## config.mk

```make
export PLATFORM = sky130hd
export DESIGN_NAME = rtcm_ubx_frame_parser
export DESIGN_NICKNAME = d
export VERILOG_FILES = /design/src/rtl/rtcmubx_pkg.sv /design/src/rtl/rtcm_ubx_frame_parser.sv
export SDC_FILE = /design/constraint.sdc
export NUM_CORES = 1
export LEC_CHECK = 0
export ABC_AREA = 1
export BUFFER_PORTS_ARGS = -buffer_cell sky130_fd_sc_hd__buf_2
export CORE_MARGIN = 8
export CORE_UTILIZATION = 29
export DETAILED_ROUTE_END_ITERATION = 10
export SLEW_MARGIN = 20
export SYNTH_ARGS = -nofsm -noshare
export SYNTH_HDL_FRONTEND = slang
export SYNTH_SLANG_ARGS = --single-unit
```

## constraint.sdc

```tcl
create_clock -name i_clk -period 6.7 [get_ports i_clk]
set_input_delay 0.335 -clock i_clk [delete_from_list [all_inputs] [get_ports i_clk]]
set_output_delay 0.335 -clock i_clk [all_outputs]
set_load 0.05 [all_outputs]
```

## src/rtl/rtcmubx_pkg.sv

```systemverilog
// ---------------------------------------------------------------------------
// rtcmubx_pkg
// Shared types, codes and the byte-wide CRC-24Q step for the frame parser.
// ---------------------------------------------------------------------------
package rtcmubx_pkg;

    // framing bytes
    localparam logic [7:0] RTCM_PREAMBLE = 8'hD3;
    localparam logic [7:0] UBX_SYNC1     = 8'hB5;
    localparam logic [7:0] UBX_SYNC2     = 8'h62;
    localparam logic [7:0] RTCM_LEN_MASK = 8'h03;

    // crc-24q, msb first, zero init
    localparam logic [24:0] CRC24Q_POLY = 25'h1864CFB;
    localparam logic [23:0] CRC24_MASK  = 24'hFFFFFF;

    // header, length and crc bytes around the rtcm payload
    localparam int RTCM_OVERHEAD = 6;

    // parameter defaults
    localparam int RTCM_MAX_FRAME_DEF  = 1029;
    localparam int UBX_MAX_PAYLOAD_DEF = 1024;

    typedef enum logic [1:0] {
        EV_NONE      = 2'd0,
        EV_RTCM_GOOD = 2'd1,
        EV_RTCM_BAD  = 2'd2,
        EV_UBX_GOOD  = 2'd3
    } t_event;

    typedef enum logic [7:0] {
        PH_SEARCH = 8'b0000_0001,
        PH_RHDR   = 8'b0000_0010,
        PH_RBODY  = 8'b0000_0100,
        PH_USYNC  = 8'b0000_1000,
        PH_UHDR   = 8'b0001_0000,
        PH_UPAY   = 8'b0010_0000,
        PH_UCKA   = 8'b0100_0000,
        PH_UCKB   = 8'b1000_0000
    } t_phase;

    typedef struct packed {
        t_event      event_res;
        logic [11:0] rtcm_type;
        logic [10:0] rtcm_length;
        logic [7:0]  ubx_class;
        logic [7:0]  ubx_id;
        logic [10:0] ubx_length;
        logic [31:0] good_frames;
        logic [31:0] bad_frames;
    } t_result;

    // one byte through the crc, eight shift steps
    function automatic logic [23:0] crc24q_byte(input logic [23:0] crc, input logic [7:0] b);
        logic [24:0] c;
        c = {1'b0, crc ^ {b, 16'h0000}};
        for (int k = 0; k < 8; k++) begin
            c = {c[23:0], 1'b0};
            if (c[24]) begin
                c = c ^ CRC24Q_POLY;
            end
        end
        return c[23:0] & CRC24_MASK;
    endfunction

endpackage

```

## src/rtl/rtcm_ubx_frame_parser.sv

```systemverilog
// ---------------------------------------------------------------------------
// rtcm_ubx_frame_parser
// Byte-stream hunter for RTCM3 (CRC-24Q) and UBX (Fletcher-8) frames.
// ---------------------------------------------------------------------------
// One receiver byte goes in per transaction and exactly one result comes out
// for it, in order. The block sustains one byte per clock while results are
// taken: a byte is held in the input register, the CRC-24Q and Fletcher
// updates plus the frame state machine run on it there, and the result lands
// in the output register. Back-pressure on the result side stalls both
// registers; the input side keeps accepting while either register has room.
// A result reports an event (tuser) only on the last byte of a frame: valid
// RTCM with its message number and total length, RTCM with a bad CRC, or
// valid UBX with class, id and payload length; all other data fields are
// zero then, except the two wrapping RTCM good/bad frame counters, which
// always show their value after this byte. A zero or oversized RTCM length,
// an oversized UBX length or a broken UBX sync restarts the hunt at the next
// byte. A UBX frame with a bad checksum is dropped silently.
// ---------------------------------------------------------------------------
module rtcm_ubx_frame_parser #(
    parameter int RTCM_MAX_FRAME  = rtcmubx_pkg::RTCM_MAX_FRAME_DEF,
    parameter int UBX_MAX_PAYLOAD = rtcmubx_pkg::UBX_MAX_PAYLOAD_DEF
) (
    input  logic         i_clk,
    input  logic         i_rst_n,
    // input byte stream
    input  logic         i_s_axis_tvalid,
    output logic         o_s_axis_tready,
    input  logic [7:0]   i_s_axis_tdata,   // [7:0] data_byte
    // result stream
    output logic         o_m_axis_tvalid,
    input  logic         i_m_axis_tready,
    // [11:0] rtcm_type, [22:12] rtcm_length, [30:23] ubx_class, [38:31] ubx_id,
    // [49:39] ubx_length, [81:50] good_frames, [113:82] bad_frames, rest zero
    output logic [119:0] o_m_axis_tdata,
    output logic [1:0]   o_m_axis_tuser    // [1:0] event_res
);

    // length limits at the widths they are compared at
    localparam logic [11:0] RtcmMax = 12'(RTCM_MAX_FRAME);
    localparam logic [16:0] UbxMax  = 17'(UBX_MAX_PAYLOAD);

    // pipeline control
    logic       r_in_valid;
    logic [7:0] r_in_byte;
    logic       r_out_valid;
    logic       w_adv;    // output register can take a new result
    logic       w_proc;   // the held byte is processed this cycle

    // frame state
    rtcmubx_pkg::t_phase r_phase, n_phase;
    logic [10:0] r_count, n_count;
    logic [10:0] r_expected, n_expected;
    logic [23:0] r_crc, n_crc;
    logic [15:0] r_type_bytes, n_type_bytes;
    logic [7:0]  r_ubx_class, n_ubx_class;
    logic [7:0]  r_ubx_id, n_ubx_id;
    logic [15:0] r_ubx_len, n_ubx_len;
    logic [15:0] r_ubx_index, n_ubx_index;
    logic [7:0]  r_sum_a, n_sum_a;
    logic [7:0]  r_sum_b, n_sum_b;
    logic [7:0]  r_rx_sum_a, n_rx_sum_a;
    logic [31:0] r_good_count, n_good_count;
    logic [31:0] r_bad_count, n_bad_count;

    rtcmubx_pkg::t_result r_result, n_result;

    // shared pieces of the next-state logic
    logic [23:0] w_crc_step;
    logic [10:0] w_count_inc;
    logic [9:0]  w_pl;
    logic [11:0] w_pl_total;
    logic [7:0]  w_fl_a;
    logic [7:0]  w_fl_b;
    logic [15:0] w_index_inc;

    assign w_adv           = !r_out_valid || i_m_axis_tready;
    assign w_proc          = r_in_valid && w_adv;
    assign o_s_axis_tready = !r_in_valid || w_adv;

    assign w_crc_step  = rtcmubx_pkg::crc24q_byte(r_crc, r_in_byte);
    assign w_count_inc = r_count + 11'd1;
    assign w_pl        = {r_expected[9:8], r_in_byte};
    assign w_pl_total  = 12'(w_pl) + 12'(rtcmubx_pkg::RTCM_OVERHEAD);
    assign w_fl_a      = r_sum_a + r_in_byte;
    assign w_fl_b      = r_sum_b + w_fl_a;
    assign w_index_inc = r_ubx_index + 16'd1;

    // ---------------------------------------------------------------------
    // frame state machine, one byte per pass
    // ---------------------------------------------------------------------
    always_comb begin
        logic hunt;    // restart the preamble search

        hunt         = 1'b0;
        n_phase      = r_phase;
        n_count      = r_count;
        n_expected   = r_expected;
        n_crc        = r_crc;
        n_type_bytes = r_type_bytes;
        n_ubx_class  = r_ubx_class;
        n_ubx_id     = r_ubx_id;
        n_ubx_len    = r_ubx_len;
        n_ubx_index  = r_ubx_index;
        n_sum_a      = r_sum_a;
        n_sum_b      = r_sum_b;
        n_rx_sum_a   = r_rx_sum_a;
        n_good_count = r_good_count;
        n_bad_count  = r_bad_count;

        n_result             = '0;
        n_result.event_res   = rtcmubx_pkg::EV_NONE;

        unique case (r_phase)
            rtcmubx_pkg::PH_SEARCH: begin
                if (r_in_byte == rtcmubx_pkg::RTCM_PREAMBLE) begin
                    n_crc   = rtcmubx_pkg::crc24q_byte(24'h000000, r_in_byte);
                    n_count = 11'd1;
                    n_phase = rtcmubx_pkg::PH_RHDR;
                end else if (r_in_byte == rtcmubx_pkg::UBX_SYNC1) begin
                    n_phase = rtcmubx_pkg::PH_USYNC;
                end
            end
            rtcmubx_pkg::PH_RHDR: begin
                n_crc   = w_crc_step;
                n_count = w_count_inc;
                if (w_count_inc == 11'd2) begin
                    // only the low two bits of this byte carry length
                    n_expected = {1'b0, r_in_byte[1:0] & rtcmubx_pkg::RTCM_LEN_MASK[1:0],
                                  8'h00};
                end else if (w_pl == 10'd0 || w_pl_total > RtcmMax) begin
                    hunt = 1'b1;
                end else begin
                    n_expected = w_pl_total[10:0];
                    n_phase    = rtcmubx_pkg::PH_RBODY;
                end
            end
            rtcmubx_pkg::PH_RBODY: begin
                n_crc   = w_crc_step;
                n_count = w_count_inc;
                if (w_count_inc == 11'd4) begin
                    n_type_bytes[15:8] = r_in_byte;
                end else if (w_count_inc == 11'd5) begin
                    n_type_bytes[7:0] = r_in_byte;
                end
                if (w_count_inc >= r_expected) begin
                    // crc over the whole frame including its crc leaves zero
                    if (w_crc_step == 24'h000000) begin
                        n_good_count         = r_good_count + 32'd1;
                        n_result.event_res   = rtcmubx_pkg::EV_RTCM_GOOD;
                        n_result.rtcm_type   = n_type_bytes[15:4];
                        n_result.rtcm_length = w_count_inc;
                    end else begin
                        n_bad_count        = r_bad_count + 32'd1;
                        n_result.event_res = rtcmubx_pkg::EV_RTCM_BAD;
                    end
                    hunt = 1'b1;
                end
            end
            rtcmubx_pkg::PH_USYNC: begin
                if (r_in_byte == rtcmubx_pkg::UBX_SYNC2) begin
                    n_sum_a     = 8'h00;
                    n_sum_b     = 8'h00;
                    n_ubx_index = 16'h0000;
                    n_phase     = rtcmubx_pkg::PH_UHDR;
                end else begin
                    hunt = 1'b1;
                end
            end
            rtcmubx_pkg::PH_UHDR: begin
                // class, id, length low, length high
                case (r_ubx_index)
                    16'd0:   n_ubx_class = r_in_byte;
                    16'd1:   n_ubx_id    = r_in_byte;
                    16'd2:   n_ubx_len   = {8'h00, r_in_byte};
                    default: n_ubx_len   = {r_in_byte, r_ubx_len[7:0]};
                endcase
                n_sum_a     = w_fl_a;
                n_sum_b     = w_fl_b;
                n_ubx_index = w_index_inc;
                if (w_index_inc >= 16'd4) begin
                    n_ubx_index = 16'h0000;
                    if (17'(n_ubx_len) > UbxMax) begin
                        hunt = 1'b1;
                    end else if (n_ubx_len != 16'h0000) begin
                        n_phase = rtcmubx_pkg::PH_UPAY;
                    end else begin
                        n_phase = rtcmubx_pkg::PH_UCKA;
                    end
                end
            end
            rtcmubx_pkg::PH_UPAY: begin
                n_sum_a     = w_fl_a;
                n_sum_b     = w_fl_b;
                n_ubx_index = w_index_inc;
                if (w_index_inc == r_ubx_len) begin
                    n_phase = rtcmubx_pkg::PH_UCKA;
                end
            end
            rtcmubx_pkg::PH_UCKA: begin
                n_rx_sum_a = r_in_byte;
                n_phase    = rtcmubx_pkg::PH_UCKB;
            end
            rtcmubx_pkg::PH_UCKB: begin
                if (r_rx_sum_a == r_sum_a && r_in_byte == r_sum_b) begin
                    n_result.event_res  = rtcmubx_pkg::EV_UBX_GOOD;
                    n_result.ubx_class  = r_ubx_class;
                    n_result.ubx_id     = r_ubx_id;
                    n_result.ubx_length = r_ubx_len[10:0];
                end
                hunt = 1'b1;
            end
            default: begin
                hunt = 1'b1;
            end
        endcase

        if (hunt) begin
            n_phase     = rtcmubx_pkg::PH_SEARCH;
            n_count     = 11'd0;
            n_expected  = 11'd0;
            n_ubx_index = 16'h0000;
            n_ubx_len   = 16'h0000;
        end

        n_result.good_frames = n_good_count;
        n_result.bad_frames  = n_bad_count;
    end

    // ---------------------------------------------------------------------
    // registers
    // ---------------------------------------------------------------------
    always_ff @(posedge i_clk) begin
        if (!i_rst_n) begin
            r_in_valid   <= 1'b0;
            r_out_valid  <= 1'b0;
            r_phase      <= rtcmubx_pkg::PH_SEARCH;
            r_count      <= '0;
            r_expected   <= '0;
            r_crc        <= '0;
            r_type_bytes <= '0;
            r_ubx_class  <= '0;
            r_ubx_id     <= '0;
            r_ubx_len    <= '0;
            r_ubx_index  <= '0;
            r_sum_a      <= '0;
            r_sum_b      <= '0;
            r_rx_sum_a   <= '0;
            r_good_count <= '0;
            r_bad_count  <= '0;
        end else begin
            if (o_s_axis_tready) begin
                r_in_valid <= i_s_axis_tvalid;
            end
            if (w_adv) begin
                r_out_valid <= r_in_valid;
            end
            if (w_proc) begin
                r_phase      <= n_phase;
                r_count      <= n_count;
                r_expected   <= n_expected;
                r_crc        <= n_crc;
                r_type_bytes <= n_type_bytes;
                r_ubx_class  <= n_ubx_class;
                r_ubx_id     <= n_ubx_id;
                r_ubx_len    <= n_ubx_len;
                r_ubx_index  <= n_ubx_index;
                r_sum_a      <= n_sum_a;
                r_sum_b      <= n_sum_b;
                r_rx_sum_a   <= n_rx_sum_a;
                r_good_count <= n_good_count;
                r_bad_count  <= n_bad_count;
            end
        end
    end

    // payload registers, no reset
    always_ff @(posedge i_clk) begin
        if (o_s_axis_tready && i_s_axis_tvalid) begin
            r_in_byte <= i_s_axis_tdata;
        end
        if (w_proc) begin
            r_result <= n_result;
        end
    end

    assign o_m_axis_tvalid = r_out_valid;
    assign o_m_axis_tuser  = r_result.event_res;
    assign o_m_axis_tdata  = {6'b000000,
                              r_result.bad_frames,
                              r_result.good_frames,
                              r_result.ubx_length,
                              r_result.ubx_id,
                              r_result.ubx_class,
                              r_result.rtcm_length,
                              r_result.rtcm_type};

    // ---------------------------------------------------------------------
    // assertions
    // ---------------------------------------------------------------------
`ifndef SYNTHESIS
    // a good rtcm frame is at least header, one payload byte and crc
    a_rtcm_len_min: assert property (@(posedge i_clk) disable iff (!i_rst_n)
        (o_m_axis_tvalid && o_m_axis_tuser == rtcmubx_pkg::EV_RTCM_GOOD)
            |-> (o_m_axis_tdata[22:12] >= 11'd7))
        else $error("good rtcm frame shorter than minimum");

    // good counter moves only with a good rtcm result
    a_good_count: assert property (@(posedge i_clk) disable iff (!i_rst_n)
        (r_good_count != $past(r_good_count))
            |-> $past(w_proc && n_result.event_res == rtcmubx_pkg::EV_RTCM_GOOD))
        else $error("good frame counter changed without a good frame");

    // the second ubx checksum byte always ends the frame
    a_ubx_end: assert property (@(posedge i_clk) disable iff (!i_rst_n)
        (w_proc && r_phase == rtcmubx_pkg::PH_UCKB) |=> (r_phase == rtcmubx_pkg::PH_SEARCH))
        else $error("hunt not restarted after ubx checksum");
`endif

endmodule
```

==> results of run 1 <==
## logic make-up after synthesis
kind of cell             after synthesis
flip-flops                           328
adder cells (fa/ha/maj)               45
AO/OA/AOI/OAI                        342
buffers and inverters                450
AND/OR/NAND/NOR                     1283
XOR/XNOR                              72
other                                  1
## where the power goes
part	internal [W]	total [W]	leakage [nW]	switching [W]
Sequential	0.00225	0.00242	2.85	0.000165
Clock	0.00123	0.00214	0.628	0.000918
Combinational	0.000740	0.00255	5.48	0.00181
Total	0.00422	0.00711	8.96	0.00289
## how the worst max path moves through the flow
stage / from / depth (start not counted) / slack [ns] / to
finish: r_in_byte[5] / 28 / 1.28 / o_m_axis_tdata[53]
floorplan: o_m_axis_tvalid / 5 / 1.60 / o_m_axis_tdata[0]
global placement: r_in_byte[5] / 28 / 1.47 / o_m_axis_tdata[53]
CTS: r_in_byte[5] / 28 / 1.32 / o_m_axis_tdata[53]
detailed placement: r_in_byte[5] / 28 / 1.34 / o_m_axis_tdata[53]
global route: r_in_byte[5] / 30 / 0.61 / r_good_count[26]
## flip-flops by register name, indices dropped and copies added (netlist names), 11 cells and up
| name | count |
|---|---|
| r_crc | 24 |
| r_expected | 11 |
| r_ubx_index | 16 |
| r_good_count | 32 |
| r_bad_count | 32 |
| r_ubx_len | 16 |
| r_type_bytes | 12 |
| o_m_axis_tdata | 114 |
| r_count | 11 |
## cells in the final DEF, fill, tap and decap left out, drive strengths merged, types with 2 or more instances in the layout
cell / synthesis / layout
a211oi: 19 / 19
a21oi: 169 / 169
a221oi: 7 / 7
a22oi: 5 / 5
buf: 43 / 142
bufinv: 0 / 3
clkbuf: 56 / 45
clkinv: 3 / 23
clkinvlp: 0 / 3
conb: 1 / 6
dfxtp: 204 / 204
dlygate4sd3: 0 / 7
edfxtp: 124 / 124
fa: 2 / 2
ha: 43 / 43
inv: 348 / 351
nand2: 656 / 656
nand3: 201 / 201
nand3b: 9 / 9
nand4: 66 / 66
nor2: 276 / 276
nor3: 30 / 30
nor3b: 3 / 3
nor4: 23 / 23
o2111ai: 2 / 2
o211ai: 5 / 5
o21ai: 126 / 126
o22ai: 3 / 3
o31ai: 2 / 2
or2: 16 / 16
xnor2: 25 / 25
xor2: 47 / 47
## worst register-to-register path: cells and delay by family (launching register included)
family | cells | cell delay [ns]
simple gates | 22 | 2.82
compound gates | 1 | 0.18
flops | 1 | 0.58
fa+ha+maj | 1 | 0.52
buf+inv | 4 | 1.05
## stage by stage
step / area [um^2] / hold slack (ns) / total power [W] / worst slack, ns / utilization (%)
floorplan: 18500 / 0.434 / 0.00443 / 1.60 / -
global placement: 19900 / 0.456 / 0.00497 / 1.47 / 31.5
detailed placement: 19900 / 0.461 / 0.00497 / 1.34 / 31.5
CTS: 21200 / 0.0108 / 0.00716 / 1.32 / 33.6
global route: 21200 / 0.00919 / 0.00757 / 0.608 / 33.6
finish: 21200 / 0.0224 / 0.00711 / 1.28 / 33.6
## metal layers
metal	wire, um	GRT usage, %	part of all wire (%)	up-vias
met4	1360	4.65	2.7	0
met5	0	0	0	-
met2	23000	22.4	45	358
met3	2600	2.40	5.1	90
li1	-	-	-	8401
met1	23900	18.3	47	7378
## area by class of cell
class,count,area (um^2)
well taps,846,1060
flip-flops and latches,328,7810
fillers,6785,41900
clock buffers,45,1020
multi-input cells,1748,8920
inverters,351,1330
clock inverters,29,267
repair buffers,149,813
==> reports/metrics.csv, run 1 <==
metric;value;unit
synth_common_cells;nand2_1, inv_1, nor2_1;
synth-seq-cells;328;
power_density;335;nW/um^2
hold_depth;1;
numCtsBuffers;40;
num_io_pins;136;
route.detailed.drc;0;
cp_slowest_stage_delay;0.58;ns
tritoncts;yes;
ff2ff_path_depth;28;
netlist_instances;2521;
first_iter_violations;1081;
die_area;72200;um^2
synth_top_area_share;22.0;%
diodes;0;
cts.htree.levels;2;
grt_max_degree;118;
synth_top_family_by_area;simple AND/OR/NAND/NOR gates;
wl_per_cell;14.6;um
worstHoldEndpoint;r_in_byte[6];
viasPerCell;4.64;
synthMuxAreaShare;0;%
critPathTopFamily;simple AND/OR/NAND/NOR gates;
ys_seq_area_share;42.1;%
yosys.cell_count.top_type;nand2_1;
finalNonFillerCells;3496;
synth_area;18500;um^2
slew_viol_final;0;
rsz0062_at_grt;false;
crit_arrival;5.73;ns
synth_flop_cell;dfxtp_1;
end_kind;flop;
drt_wl_total;50900;um
cts_setup_buffers;0;
synth.avg_cell_area;7.35;um^2
reg2reg_from;r_in_byte[5];
clock_path_buffers;3;
port_buffers;129;
critPathMaxFanout;41;
synth-compound-area-share;10.0;%
synth-xor-area-share;3.40;%
outcome;finished, final reports clean;
setup_viol;0;
cts_resized;0;
final.setup.tns;0;ns
nNetsFinal;2675;
yosysWarnings;0;
grt_overflow;0;
first_pass_iters;7;
final_antenna_net_count;0;
synthAdderAreaFrac;3.12;%
vdd_drop_max;0.176;mV
finalCritPeriodShare;80.8;%
fin_skew;0.0298;ns
cts_hold_buf;7;
synthSimpleGateAreaFrac;31.4;%
dp_hpwl;35600;um
cp_slowest_cell;edfxtp_1;
critPathLaunchType;flop;
flow.area_growth_from_synthesis;14.5;%
antenna_found_initial;0;
insertion_delay;0.58;ns
core;63100;um^2
min-delay-start;i_s_axis_tdata[6];
vias;16200;
grt_pass1_vias;15500;
drv_cap;0;
synth_area_leaders;dfxtp_1, edfxtp_1, nand2_1, inv_1, nor2_1;
min_path_type;input port to flop;
placed_cells;3415;
rows;92;
synth_edf_count;124;
synth.largest_area_cell;dfxtp_1;
die_h;269;um
yosysUniqueCellTypes;60;
routabilityCongestion;0.893;
cp.required;7.02;ns
cts_root_buf;clkbuf_16;
crit_top_cell;nand2_1;
r2r_end;o_m_axis_tdata[53];
fmax;185;MHz
period_minus_slack;5.42;ns
ff2ff_setup_slack;1.28;ns
die_x;269;um
maxSlewHeadroom;28.1;%
clkSlewWorstSetupHoldPaths;0.06;ns
hold_viol_final;0;
cts.sinks;328;
path_class;flop to flop;
grt_first_pass_wirelength;81300;um
async_flop_share;0;%
crit_buf_inv;4;
grt.total_usage;13.8;%
initial_core_util;29.4;%
drive_gt1_share;12.1;%
worst_pin_slew;1.07;ns
p_leak;8.96;nW
(Power assumes the default switching activity.)
==> run 2: changes to the inputs <==
clock period = 5.42 ns   (was 6.7 ns; I/O delays follow)
==> reports/metrics.csv, run 2 (synthesis results as in run 1) <==
metric;value;unit;change
outcome;finished, final reports clean;;
setup_viol;0;;unchanged
routabilityCongestion;0.877;;-1.8%
port_buffers;129;;unchanged
power_density;409;nW/um^2;+22%
fin_hold_ws;0.0581;ns;+0.0357 ns
crit_start;r_in_byte[7];;
worst_pin_slew;1.03;ns;-0.0447 ns
rows;92;;unchanged
path_depth;32;;+14%
flow.area_growth_from_synthesis;14.6;%;
min_path_type;input port to flop;;
critPathMaxFanout;25;;-39%
initial_core_util;29.4;%;unchanged
fmax;207;MHz;+12%
final_cell_mix;nand2_1, inv_1, nor2_1;;
finalNonFillerCells;3506;;+0.29%
drt_wl_total;50900;um;about the same
crit_buf_inv;4;;unchanged
cts.sinks;328;;unchanged
end_kind;flop;;
die_area;72200;um^2;unchanged
crit_arrival;5.15;ns;-0.58 ns
route.detailed.drc;0;;unchanged
largest_reg_flops;114;;unchanged
hold_viol_final;0;;unchanged
cts.htree.levels;2;;unchanged
tritoncts;yes;;
finalCritPeriodShare;89.2;%;+8.4 points
grt_max_degree;129;;+9.3%
vdd_drop_max;0.225;mV;+28%
preCtsSetupSlack;0.549;ns;-0.789 ns
dp_hpwl;35800;um;+0.55%
reg2reg_from;r_in_byte[7];;
ff2ff_path_depth;32;;+14%
vias;16400;;+0.86%
ff2ff_setup_slack;0.59;ns;-0.70 ns
clock_path_buffers;3;;unchanged
cp.required;5.73;ns;-1.29 ns
first_pass_iters;6;;-1
slew_viol_final;0;;unchanged
core;63100;um^2;unchanged
rsz0062_at_grt;false;;
layout_commonest_cell;nand2_1;;
wl_per_cell;14.5;um;-0.32%
final_antenna_net_count;0;;unchanged
die_h;269;um;unchanged
critPathTopFamily;simple AND/OR/NAND/NOR gates;;
nNetsFinal;2687;;+0.45%
period_minus_slack;4.83;ns;-0.581 ns
drv_cap;0;;unchanged
path_class;flop to flop;;
numCtsBuffers;38;;-5.0%
viasPerCell;4.67;;+0.58%
first_iter_violations;1147;;+6.1%
grt_first_pass_wirelength;81600;um;+0.36%
clkSlewWorstSetupHoldPaths;0.06;ns;about the same
grt_overflow;0;;unchanged
cp_slowest_stage_delay;0.58;ns;about the same
final.setup.tns;0;ns;unchanged
grt.total_usage;13.8;%;about the same
critPathCapture;o_m_axis_tdata[103];;
fin_skew;0.0172;ns;-0.0126 ns
grt_pass1_vias;15300;;-1.1%
cp_slowest_cell;edfxtp_1;;
num_io_pins;136;;unchanged
die_x;269;um;unchanged
fin_ws;0.586;ns;-0.699 ns
p_leak;9.00;nW;+0.35%
maxSlewHeadroom;31.1;%;+3.0 points
drive_gt1_share;12.2;%;+0.11 points
critPathLaunchType;flop;;
cts_root_buf;clkbuf_16;;
placed_cells;3427;;+0.35%
r2r_end;o_m_axis_tdata[103];;
antenna_found_initial;2;;+2
crit_top_cell;nand2_1;;
insertion_delay;0.56;ns;-0.02 ns
## run 2: worst min path at each step
stage,depth (start not counted),from,endpoint,slack [ns]
2_1_floorplan,0,i_s_axis_tdata[0],r_in_byte[0],0.37
3_3_place_gp,1,i_s_axis_tdata[6],r_in_byte[6],0.45
3_5_place_dp,1,i_s_axis_tdata[6],r_in_byte[6],0.45
4_1_cts,4,i_m_axis_tready,o_m_axis_tvalid,0.02
5_1_grt,4,i_m_axis_tready,o_m_axis_tvalid,0.08
6_report,4,i_m_axis_tready,o_m_axis_tvalid,0.06
## run 2: layout make-up
| class | count | area, um^2 |
|---|---|---|
| clock inverter | 24 | 198 |
| timing repair buffer | 163 | 923 |
| sequential | 328 | 7810 |
| fill | 6791 | 41800 |
| tap | 846 | 1060 |
| antenna | 1 | 2.50 |
| clock buffer | 45 | 998 |
| inverter | 351 | 1330 |
| multi-input combinational | 1748 | 8920 |
## run 2: metrics by stage
stage / power (W) / utilization, % / instance area (um^2)
global placement: 0.00617 / 31.6 / 20000
global route: 0.00927 / 33.7 / 21200
detailed placement: 0.00618 / 31.6 / 20000
CTS: 0.00875 / 33.7 / 21200
finish: 0.00869 / 33.7 / 21200
floorplan: 0.00547 / - / 18500
## run 2: repair_timing
action | 4_1_cts | 5_1_grt
hold endpoints to repair | 9 | 0
setup buffers | 0 | 0
hold buffers | 9 | 0
endpoints found under the setup margin | 0 | 8
gates resized for setup | 0 | 1
## run 2: where the power goes
group          total, W  switching (W)  internal [W]
logic           0.00319        0.00226      0.000931
clock network   0.00252        0.00106       0.00146
registers       0.00298       0.000201       0.00278
## run 2: worst reg2reg max path, delay by kind of cell, from the launching register on
family | cells | cell delay (ns)
AOI/OAI and AO/OA | 1 | 0.16
adders and majority gates | 1 | 0.45
buffers and inverters | 4 | 0.67
DFF | 1 | 0.58
and+or+nand+nor | 26 | 2.76
## run 2: layer usage
| layer | routed length (um) | track usage, % |
|---|---|---|
| met1 | 24100 | 18.5 |
| met5 | 8 | 0 |
| met3 | 2530 | 2.33 |
| met2 | 23000 | 22.4 |
| met4 | 1200 | 4.25 |
==> run 3: changes to the inputs <==
CTS_CLUSTER_SIZE = 24   (was default)
RECOVER_POWER = 100   (was default)
==> reports/metrics.csv, run 3 (synthesis results as in run 1) <==
metric;value;unit;change
fin_hold_ws;0.0390;ns;-0.0191 ns
cp.required;5.73;ns;about the same
grt_max_degree;129;;unchanged
critPathLaunchType;flop;;
final_cell_mix;nand2_1, inv_1, nor2_1;;
largest_reg_flops;114;;unchanged
wl_per_cell;14.5;um;+0.23%
clock_path_buffers;3;;unchanged
nNetsFinal;2687;;unchanged
slew_viol_final;145;;+145
num_io_pins;136;;unchanged
tritoncts;yes;;
rsz0062_at_grt;false;;
critPathTopFamily;simple AND/OR/NAND/NOR gates;;
ff2ff_setup_slack;0.59;ns;about the same
critPathMaxFanout;25;;unchanged
vias;16300;;-0.23%
numCtsBuffers;38;;unchanged
die_h;269;um;unchanged
viasPerCell;4.66;;-0.23%
multi_input_area;8870;um^2;-0.56%
route.detailed.drc;0;;unchanged
crit_top_cell;nand2_1;;
path_class;flop to flop;;
cts_root_buf;clkbuf_16;;
initial_core_util;29.4;%;unchanged
grt_first_pass_wirelength;81600;um;unchanged
layout_commonest_cell;nand2_1;;
core;63100;um^2;unchanged
cp_slowest_cell;edfxtp_1;;
cp_slowest_stage_delay;0.58;ns;about the same
cts.sinks;328;;unchanged
first_pass_iters;5;;-1
power.switching;0.00349;W;-0.74%
port_buffers;129;;unchanged
place_area;20000;um^2;unchanged
preCtsSetupSlack;0.549;ns;unchanged
maxSlewHeadroom;-120;%;-150 points
grt_pass1_vias;15300;;unchanged
internal_power;0.00515;W;-0.59%
clkSlewWorstSetupHoldPaths;0.06;ns;about the same
comb_power_share;36.3;%;-0.4 points
period_minus_slack;4.83;ns;-0.00577 ns
final_area;21000;um^2;-1.1%
cts.htree.levels;2;;unchanged
final.setup.tns;0;ns;unchanged
die_x;269;um;unchanged
grt_overflow;0;;unchanged
fin_skew;0.0146;ns;-0.00262 ns
hold_viol_final;0;;unchanged
seqPwrFrac;34.5;%;+0.2 points
p_leak;8.60;nW;-4.4%
rows;92;;unchanged
fin_ws;0.591;ns;+0.00577 ns
min_path_type;input port to flop;;
drt_wl_total;51000;um;+0.23%
drv_cap;2;;+2
final_antenna_net_count;0;;unchanged
worst_pin_slew;3.28;ns;+2.25 ns
end_kind;flop;;
dp_hpwl;35800;um;unchanged
crit_buf_inv;4;;unchanged
vdd_drop_max;0.223;mV;-0.65%
power_density;411;nW/um^2;+0.46%
grt.total_usage;13.8;%;unchanged
flow.area_growth_from_synthesis;13.4;%;
seq_area;7810;um^2;unchanged
finalCritPeriodShare;89.1;%;-0.11 points
power.clock.fraction;29.2;%;+0.2 points
antenna_found_initial;2;;unchanged
routabilityCongestion;0.877;;unchanged
violations;max-capacitance violations, max-slew violations;;
crit_arrival;5.14;ns;about the same
fmax;207;MHz;+0.12%
setup_viol;0;;unchanged
fillers;6851;;+0.88%
outcome;complete, but fails checks;;
drive_gt1_share;6.88;%;-5.3 points
die_area;72200;um^2;unchanged
insertion_delay;0.55;ns;about the same
netSwitchingFraction;40.4;%;about the same
first_iter_violations;1084;;-5.5%
-- run 3: changes by cell type in the layout (fill, tap and decap cells not counted), moves of 2 or more --
cell / previous run / this run
nand2_2: 29 / 26
nor2_1: 255 / 259
buf_2: 129 / 5
o21ai_0: 109 / 116
o21ai_1: 15 / 8
clkbuf_2: 0 / 4
clkbuf_1: 6 / 135
nand2_1: 619 / 623
inv_1: 332 / 334
nor2_2: 14 / 11
buf_4: 25 / 16
inv_2: 12 / 10
-- run 3: stage by stage --
stage | power, W | utilization, % | instances
floorplan | 0.00547 | - | 2526
global placement | 0.00617 | 31.6 | 3427
detailed placement | 0.00618 | 31.6 | 3427
CTS | 0.00875 | 33.7 | 3505
global route | 0.00922 | 33.3 | 3506
finish | 0.00864 | 33.3 | 3506
-- run 3: layer usage --
layer	vias to the layer above	share of wire, %	track usage [%]
met2	333	45	22.4
met1	7487	47	18.5
met3	91	5.1	2.33
met5	-	0.016	0
li1	8416	-	-
met4	2	2.3	4.25
-- run 3: final timing paths --
check	start	to	depth (start not counted)
worst max register to register	r_in_byte[7]	o_m_axis_tdata[103]	32
worst max-delay path	r_in_byte[7]	o_m_axis_tdata[103]	32
worst min register to register	r_expected[3]	r_expected[3]	2
worst min-delay path	i_m_axis_tready	o_m_axis_tvalid	4
-- run 3: timing repair --
action | 4_1_cts | 5_1_grt
hold endpoints to repair | 9 | 0
hold buffers | 9 | 0
endpoints found under the setup margin | 0 | 8
resized for setup | 0 | 1
buffers inserted | 0 | 0
-- run 3: power groups by stage --
| stage | clock network, W | registers (W) | logic [W] |
|---|---|---|---|
| 6_report | 0.00252 | 0.00298 | 0.00313 |
| 5_1_grt | 0.00269 | 0.00302 | 0.00352 |
| 4_1_cts | 0.00260 | 0.00298 | 0.00317 |
| 3_5_place_dp | 0 | 0.00303 | 0.00315 |
| 3_3_place_gp | 0 | 0.00303 | 0.00314 |
| 2_1_floorplan | 0 | 0.00312 | 0.00235 |
-- run 3: worst register-to-register path, delay by kind of cell, from the launching register on --
| kind | cells | cell delay (ns) |
|---|---|---|
| adder cells (fa/ha/maj) | 1 | 0.45 |
| flip-flops | 1 | 0.58 |
| AO/OA/AOI/OAI | 1 | 0.16 |
| AND/OR/NAND/NOR | 26 | 2.75 |
| buffers and inverters | 4 | 0.67 |
-- run 3: layout make-up --
class | instances | share of cell area, %
multi-input combinational | 1748 | 42.2
tap | 846 | 5.04
timing repair buffer | 163 | 3.52
clock inverter | 24 | 0.941
antenna | 1 | 0.0119
clock buffer | 45 | 4.75
sequential | 328 | 37.2
inverter | 351 | 6.34
